**config.mk**
```make
export PLATFORM = sky130hd
export DESIGN_NAME = ecpa_serial_mul
export DESIGN_NICKNAME = d
export VERILOG_FILES = /design/src/rtl/ecpa_pkg.sv /design/src/rtl/ecpa_serial_mul.sv
export SDC_FILE = /design/constraint.sdc
export NUM_CORES = 1
export LEC_CHECK = 0
export BUFFER_PORTS_ARGS = -buffer_cell sky130_fd_sc_hd__buf_2
export CAP_MARGIN = 20
export CORE_MARGIN = 5
export CORE_UTILIZATION = 50
export DETAILED_ROUTE_END_ITERATION = 16
export PLACE_DENSITY = 0.72
export SYNTH_ARGS = -nofsm -noshare
export SYNTH_HDL_FRONTEND = slang
export SYNTH_SLANG_ARGS = --single-unit
```
**constraint.sdc**
```tcl
create_clock -name aclk -period 18.9 [get_ports aclk]
set_input_delay 3.78 -clock aclk [delete_from_list [all_inputs] [get_ports aclk]]
set_output_delay 3.78 -clock aclk [all_outputs]
set_load 0.03 [all_outputs]
```
**src/rtl/ecpa_pkg.sv**
```systemverilog
// shared types and constants for the affine point adder
`default_nettype none

package ecpa_pkg;

    localparam int FIELD_BITS_DEF = 63;

    typedef struct packed {
        logic start;
    } mul_req_t;

    typedef struct packed {
        logic busy;
        logic done;
    } mul_sts_t;

endpackage

`default_nettype wire

```
**src/rtl/ecpa_serial_mul.sv**
```systemverilog
// bit-serial modular multiplier, one multiplier bit per cycle, msb first
`default_nettype none

module ecpa_serial_mul #(
    parameter int W = ecpa_pkg::FIELD_BITS_DEF
) (
    input  wire logic             aclk,
    input  wire logic             aresetn,
    input  wire ecpa_pkg::mul_req_t req,
    input  wire logic [W-1:0]     opa,
    input  wire logic [W-1:0]     opb,
    input  wire logic [W-1:0]     modulus,
    output ecpa_pkg::mul_sts_t    sts,
    output logic [W-1:0]          result
);
    import ecpa_pkg::*;

    localparam int CW = $clog2(W + 1);

    logic [W-1:0]  r_reg, r_next;
    logic [W-1:0]  a_reg;
    logic [W-1:0]  b_reg;
    logic [W-1:0]  m_reg;
    logic [CW-1:0] cnt_reg;
    logic          busy_reg;
    logic          done_reg;

    logic [W:0] dbl;
    logic [W:0] dbl_red;
    logic [W:0] acc;

    always_comb begin
        dbl     = {r_reg, 1'b0};
        dbl_red = (dbl >= {1'b0, m_reg}) ? dbl - {1'b0, m_reg} : dbl;
        acc     = dbl_red + (b_reg[W-1] ? {1'b0, a_reg} : '0);
        r_next  = (acc >= {1'b0, m_reg}) ? W'(acc - {1'b0, m_reg}) : W'(acc);
    end

    always_ff @(posedge aclk) begin
        if (!aresetn) begin
            busy_reg <= 1'b0;
            done_reg <= 1'b0;
            cnt_reg  <= '0;
        end else begin
            done_reg <= 1'b0;
            if (req.start) begin
                busy_reg <= 1'b1;
                cnt_reg  <= CW'(W);
            end else if (busy_reg) begin
                cnt_reg <= cnt_reg - 1'b1;
                if (cnt_reg == CW'(1)) begin
                    busy_reg <= 1'b0;
                    done_reg <= 1'b1;
                end
            end
        end
    end

    always_ff @(posedge aclk) begin
        if (req.start) begin
            r_reg <= '0;
            a_reg <= opa;
            b_reg <= opb;
            m_reg <= modulus;
        end else if (busy_reg) begin
            r_reg <= r_next;
            b_reg <= {b_reg[W-2:0], 1'b0};
        end
    end

    assign sts.busy = busy_reg;
    assign sts.done = done_reg;
    assign result   = r_reg;

`ifndef SYNTHESIS
    a_done_after_busy: assert property (@(posedge aclk) disable iff (!aresetn)
        done_reg |-> $past(busy_reg))
        else $error("multiplier done without a run");
    a_no_restart: assert property (@(posedge aclk) disable iff (!aresetn)
        req.start |-> !busy_reg)
        else $error("multiplier started while busy");
    a_result_reduced: assert property (@(posedge aclk) disable iff (!aresetn)
        done_reg |-> r_reg < m_reg)
        else $error("multiplier result not reduced");
`endif

endmodule

`default_nettype wire

```
==> results of run 1 <==
## through the flow
step                hold slack [ns]  utilization, %
finish                        0.526            56.5
detailed placement            0.517            54.2
global route                  0.547            56.5
global placement              0.507            54.2
CTS                           0.526            56.5
floorplan                     0.525               -
## metal layers
| metal | track usage, % | up-vias |
|---|---|---|
| met2 | 47.5 | 918 |
| met3 | 5.16 | 121 |
| met4 | 7.48 | 0 |
| li1 | - | 10100 |
| met1 | 41.1 | 10100 |
| met5 | 0 | - |
## worst paths after layout
| path | endpoint | start | slack, ns | cells past startpoint |
|---|---|---|---|---|
| hold / removal | result[6] | result[6] | 0.53 | 2 |
| hold reg to reg | result[6] | result[6] | 0.53 | 2 |
| setup / recovery | result[45] | m_reg[55] | 7.98 | 34 |
| setup reg to reg | result[45] | m_reg[55] | 7.98 | 34 |
## synthesized netlist by cell type, types with 6 or more instances
master / instances
sky130_fd_sc_hd__a21oi_1: 273
sky130_fd_sc_hd__nor2_1: 219
sky130_fd_sc_hd__ha_1: 191
sky130_fd_sc_hd__edfxtp_1: 189
sky130_fd_sc_hd__o21ai_0: 178
sky130_fd_sc_hd__nand2_1: 176
sky130_fd_sc_hd__inv_1: 135
sky130_fd_sc_hd__clkbuf_1: 124
sky130_fd_sc_hd__xnor2_1: 118
sky130_fd_sc_hd__a21o_1: 95
sky130_fd_sc_hd__and2_1: 83
sky130_fd_sc_hd__nand3_1: 80
sky130_fd_sc_hd__mux2_2: 78
sky130_fd_sc_hd__dfxtp_1: 71
sky130_fd_sc_hd__xor2_1: 60
sky130_fd_sc_hd__nand4_1: 54
sky130_fd_sc_hd__a311oi_1: 49
sky130_fd_sc_hd__o21bai_1: 44
sky130_fd_sc_hd__nor3_1: 42
sky130_fd_sc_hd__nor4_1: 28
sky130_fd_sc_hd__a211oi_1: 27
sky130_fd_sc_hd__a31oi_1: 25
sky130_fd_sc_hd__and3_1: 25
sky130_fd_sc_hd__nor2b_1: 23
sky130_fd_sc_hd__o211ai_1: 22
sky130_fd_sc_hd__o21a_1: 22
sky130_fd_sc_hd__nand2b_1: 14
sky130_fd_sc_hd__a21boi_0: 12
sky130_fd_sc_hd__buf_2: 11
sky130_fd_sc_hd__o21ai_1: 10
sky130_fd_sc_hd__o31ai_1: 10
sky130_fd_sc_hd__o31a_1: 9
sky130_fd_sc_hd__a211o_1: 8
sky130_fd_sc_hd__or3_1: 8
sky130_fd_sc_hd__or2_2: 7
sky130_fd_sc_hd__a2111oi_0: 6
sky130_fd_sc_hd__buf_4: 6
sky130_fd_sc_hd__o41ai_1: 6
## cells by family after synthesis
family	Yosys count
buffers and inverters	282
multiplexers	81
flip-flops	260
AND/OR/NAND/NOR	782
XOR/XNOR	178
AO/OA/AOI/OAI	862
adder cells (fa/ha/maj)	194
## layout make-up
class / count / area (sq um) / area share (%)
tap: 592 / 741 / 2.96
clock buffer: 34 / 787 / 3.14
multi-input combinational: 2097 / 14300 / 57.0
sequential: 260 / 7100 / 28.4
clock inverter: 23 / 214 / 0.855
timing repair buffer: 272 / 1410 / 5.64
inverter: 135 / 507 / 2.02
## critical path, delay by kind of cell, from the launching register on
family / cells / cell delay [ns]
multiplexers: 1 / 0.42
AND/OR/NAND/NOR: 6 / 1.32
AO/OA/AOI/OAI: 16 / 5.60
buffers and inverters: 7 / 1.74
adder cells (fa/ha/maj): 3 / 1.03
XOR/XNOR: 1 / 0.25
flip-flops: 1 / 0.32
==> run summary, run 1 <==
======================================================================================
Outcome                                                                      completed
Share of the yosys chip area belonging to registers                              31.6%
Master cell of the clock root buffer                                      sky130_fd_sc_hd__clkbuf_16
Mux share of post-synthesis cell area                                            4.05%
Share of the cycle needed by the critical path after routing                     57.8%
Max-capacitance violation count                                                      0
Complex-gate fraction of the synthesized area                                    24.6%
Global-route wire length before repair                                       118000 um
Ys flop type                                                              sky130_fd_sc_hd__edfxtp_1
Uppermost metal layer occupied by signal nets                                     met4
Commonest non-fill, non-tap cells in the layout                           sky130_fd_sc_hd__a21oi_1 (272), sky130_fd_sc_hd__buf_2 (255), sky130_fd_sc_hd__nor2_1 (219), sky130_fd_sc_hd__ha_1 (191), sky130_fd_sc_hd__edfxtp_1 (189)
Most common library cell in the layout ignoring fill and taps             sky130_fd_sc_hd__a21oi_1
Slowest cell on the critical path                                         sky130_fd_sc_hd__o21ai_0
Vias/cell                                                                         6.22
Maximum clock frequency                                                       91.6 MHz
Floorplan row count                                                                 77
Post-detailed-route wirelength per cell                                        22.3 um
Maximum cell stage delay along the critical path                               1.00 ns
GRT Total Usage                                                                  29.4%
Number of synthesized register bits                                                260
Setup repair after global routing missed its margin                                 no
Relative slew slack                                                              19.3%
Number of non-filler instances in the completed layout                            3413
Hold Fails Final Rpt                                                                 0
Setup Viol. Count Final                                                              0
Post-place setup slack                                                         8.36 ns
Clock Latency Late Sink                                                        0.61 ns
Final period demand of the worst path                                         10.92 ns
Average size of a mapped cell                                               8.51 sq um
Critical path class                                                         reg -> reg
Number of cells upsized or downsized after cts                                       0
H-Tree Level Count                                                                   1
Number of hold buffers added after CTS                                               0
Sinks on the clock net                                                             260
Routed Wire Length                                                            76100 um
Gp weighted congestion                                                           0.983
Via count of the first global-routing pass                                       20.6k
Worst clock skew                                                             0.0266 ns
Violation count after the first detailed-routing iteration                        2158
Final max-slew violation count                                                       0
Met1 Routed Length                                                            33000 um
Remaining DRCs                                                                       0
Remaining global-route overflow                                                      0
Number of buffers added for setup after CTS                                          0
Fillers                                                                           4133
Floorplan core area                                                        44300 sq um
ANT cells                                                                            0
Post-DP HPWL                                                                  59600 um
Netlist cell types                                                                  79
Met2 wire length                                                              34500 um
Die area                                                                   49300 sq um
Largest net degree at the start of global routing                                   78
Combinational family with the most area after synthesis                   compound AO/OA/AOI/OAI gates
Post-synthesis cell area                                                   22500 sq um
Number of buffers on the longest clock path                                          3
Area added between synthesis and finish                                          11.5%
Post-synthesis adder-cell area fraction                                          10.9%
Ratio of cells with drive above 1 in the final layout                            15.0%
Proportion of netlist area held by the largest area contributor                  25.3%
Die boundary width                                                              222 um
TritonRoute pass-1 iters                                                             6
Synth area leaders                                                        sky130_fd_sc_hd__edfxtp_1 (25%), sky130_fd_sc_hd__ha_1 (11%), sky130_fd_sc_hd__dfxtp_1 (6.3%), sky130_fd_sc_hd__a21oi_1 (6.1%), sky130_fd_sc_hd__xnor2_1 (4.6%)
Actual slew at the worst max-slew pin                                          1.20 ns
Post-route standard cell area excluding fillers                            25000 sq um
Share of synthesized registers carrying an async set or reset                       0%
Worst path required time                                                      19.36 ns
Cell area after placement                                                  24000 sq um
Clock tree from TritonCTS                                                          yes
Startpoint types                                                              register
Final-stage net count                                                             3183
Total of warnings raised by yosys                                                    0
Share of synthesized cell area in and, or, nand and nor gates                    17.0%
Number of enable-type register cells in the synthesized netlist                    189
Crit path capture type                                                        register
Post-Route Setup TNS                                                              0 ns
Detailed-route via count                                                         21.2k
Initial Util                                                                     50.7%
Worst Setup Slack, final                                                       7.98 ns
TritonCTS Buffers                                                                   31
Syn_nets                                                                          3025
Clock slew at the register clock pins of the worst setup and hold paths        0.06 ns
Min-delay worst type                                                        reg -> reg
Met3 WL post-DR                                                                6380 um
Antenna violations before repair                                                     0
Top-level port count                                                               257
Xor/xnor cell area share of the yosys netlist                                    6.94%
Synth Instances                                                                   2639
IO Port Bufs                                                                       256
Routed Antenna Nets                                                                  0
Highest net fanout along the worst path                                             49
Signal arrival time at the worst endpoint                                     11.38 ns
Post-Place Cells                                                                  3356
Y dimension of the die                                                          222 um
Library cell with the largest summed area after synthesis                 sky130_fd_sc_hd__edfxtp_1
======================================================================================
Power of run 1 is left out: the tool's default activity adds up to more than one toggle a clock period on the data nets, which glitch-free logic cannot reach.
==> run 2, diff against run 1 <==
Settings changed: PLACE_DENSITY 0.72 to 0.75.
Clock period 18.9 ns to 9 ns, I/O delays scaled along.
==> run summary, run 2 (synthesized netlist as in run 1, its figures left out) <==
======================================================================================
Post-detailed-route wirelength per cell                                        21.7 um   -2.8%
Vias/cell                                                                         6.14   -1.3%
GRT Total Usage                                                                  29.5%   +0.064 points
Slowest cell on the critical path                                         sky130_fd_sc_hd__fa_1
Die boundary width                                                              222 um   unchanged
Number of buffers on the longest clock path                                          3   unchanged
Setup repair after global routing missed its margin                                 no
CP dominant cell by count                                                 sky130_fd_sc_hd__o21ai_0
Setup Viol. Count Final                                                              0   unchanged
Master cell of the clock root buffer                                      sky130_fd_sc_hd__clkbuf_16
Top-level port count                                                               257   unchanged
Share of the cycle needed by the critical path after routing                     94.8%   +37 points
Crit path capture type                                                        register
Hold Path Stages                                                                     2   unchanged
Relative slew slack                                                              45.1%   +26 points
Final-stage net count                                                             3312   +4.1%
Worst clock skew                                                             0.0152 ns   -0.0114 ns
Floorplan row count                                                                 77   unchanged
Clock slew at the register clock pins of the worst setup and hold paths        0.06 ns   about the same
Worst path required time                                                       9.48 ns   -9.88 ns
Final core area utilization                                                      59.4%   +2.9 points
Initial Util                                                                     50.7%   unchanged
Post-Route Setup TNS                                                              0 ns   unchanged
Path depth of the worst reg2reg path                                                35   +2.9%
Min-delay worst type                                                        reg -> reg
Commonest non-fill, non-tap cells in the layout                           sky130_fd_sc_hd__a21oi_1 (270), sky130_fd_sc_hd__buf_2 (255), sky130_fd_sc_hd__nor2_1 (218), sky130_fd_sc_hd__ha_1 (190), sky130_fd_sc_hd__edfxtp_1 (189)
Die area                                                                   49300 sq um   unchanged
Sinks on the clock net                                                             260   unchanged
Largest net degree at the start of global routing                                   89   +14%
Final max-slew violation count                                                       0   unchanged
Signal arrival time at the worst endpoint                                      9.01 ns   -2.37 ns
Critical path class                                                         reg -> reg
Most common library cell in the layout ignoring fill and taps             sky130_fd_sc_hd__a21oi_1
Number of non-filler instances in the completed layout                            3543   +3.8%
Maximum cell stage delay along the critical path                               0.45 ns   -0.55 ns
Max-capacitance violation count                                                      0   unchanged
IO Port Bufs                                                                       256   unchanged
Final period demand of the worst path                                          8.53 ns   -2.38 ns
Routed Antenna Nets                                                                  0   unchanged
Hold Fails Final Rpt                                                                 0   unchanged
Number of hold buffers added after CTS                                               0   unchanged
Post-DP HPWL                                                                  60800 um   +2.2%
Antenna violations before repair                                                     1   +1
Violation count after the first detailed-routing iteration                        1988   -7.9%
Outcome                                                                      completed
Gp weighted congestion                                                           0.987   +0.44%
TritonCTS Buffers                                                                   31   unchanged
Area added between synthesis and finish                                          17.2%
Floorplan core area                                                        44300 sq um   unchanged
TritonRoute pass-1 iters                                                             6   unchanged
Remaining DRCs                                                                       0   unchanged
Remaining global-route overflow                                                      0   unchanged
Clock tree from TritonCTS                                                          yes
Maximum clock frequency                                                        117 MHz   +28%
Actual slew at the worst max-slew pin                                         0.813 ns   -0.384 ns
Ratio of cells with drive above 1 in the final layout                            19.3%   +4.3 points
Highest net fanout along the worst path                                             30   -39%
Startpoint types                                                              register
Y dimension of the die                                                          222 um   unchanged
ANT cells                                                                            0   unchanged
Detailed-route via count                                                         21.8k   +2.5%
Post-Place Cells                                                                  3483   +3.8%
Via count of the first global-routing pass                                       21.3k   +3.5%
Global-route wire length before repair                                       119000 um   +0.42%
Clock Latency Late Sink                                                        0.59 ns   -0.02 ns
Routed Wire Length                                                            76700 um   +0.87%
H-Tree Level Count                                                                   1   unchanged
======================================================================================
==> run 2: through the flow <==
step,hold slack [ns],setup slack (ns),area (sq um)
2_1_floorplan,0.525,1.12,22500
3_3_place_gp,0.508,0.306,25100
3_5_place_dp,0.521,0.0547,25100
4_1_cts,0.531,0.131,26200
5_1_grt,0.556,0.0300,26300
6_report,0.527,0.467,26300
==> run 2: metal layers <==
metal  up-vias  part of all wire (%)  track usage [%]
li1      10400                     -                -
met1     10300                    43             39.4
met2       981                    45             47.8
met3       166                   8.1             5.59
met4         0                   4.0             10.7
met5         -                     0                0
==> run 2: critical path: cells and delay by family, from the launching register on <==
kind / cells / cell delay, ns
AND/OR/NAND/NOR: 6 / 1.22
multiplexers: 1 / 0.26
XOR/XNOR: 2 / 0.44
buffers and inverters: 5 / 0.68
AO/OA/AOI/OAI: 18 / 4.12
adder cells (fa/ha/maj): 3 / 1.27
flip-flops: 1 / 0.38
==> run 2: worst paths after layout <==
path | from | endpoint | slack (ns)
setup / recovery | m_reg[0] | result[57] | 0.47
hold / removal | result[10] | result[10] | 0.53
setup reg to reg | m_reg[0] | result[57] | 0.47
hold reg to reg | result[10] | result[10] | 0.53
==> run 2: repair_timing <==
| action | 4_1_cts | 5_1_grt |
|---|---|---|
| setup endpoints to repair | 1 | 63 |
| resized for setup | 1 | 18 |
| pin swaps | 0 | 2 |
| buffers inserted | 0 | 1 |
==> run 2: area by class of cell <==
class                   instances  area (sq um)
repair buffers                401          2500
multi-input cells            2097         14400
fillers                      3990         18000
clock buffers                  34           787
inverters                     135           507
well taps                     592           741
flip-flops and latches        260          7100
clock inverters                24           337
Power of run 2 is left out for the same reason.
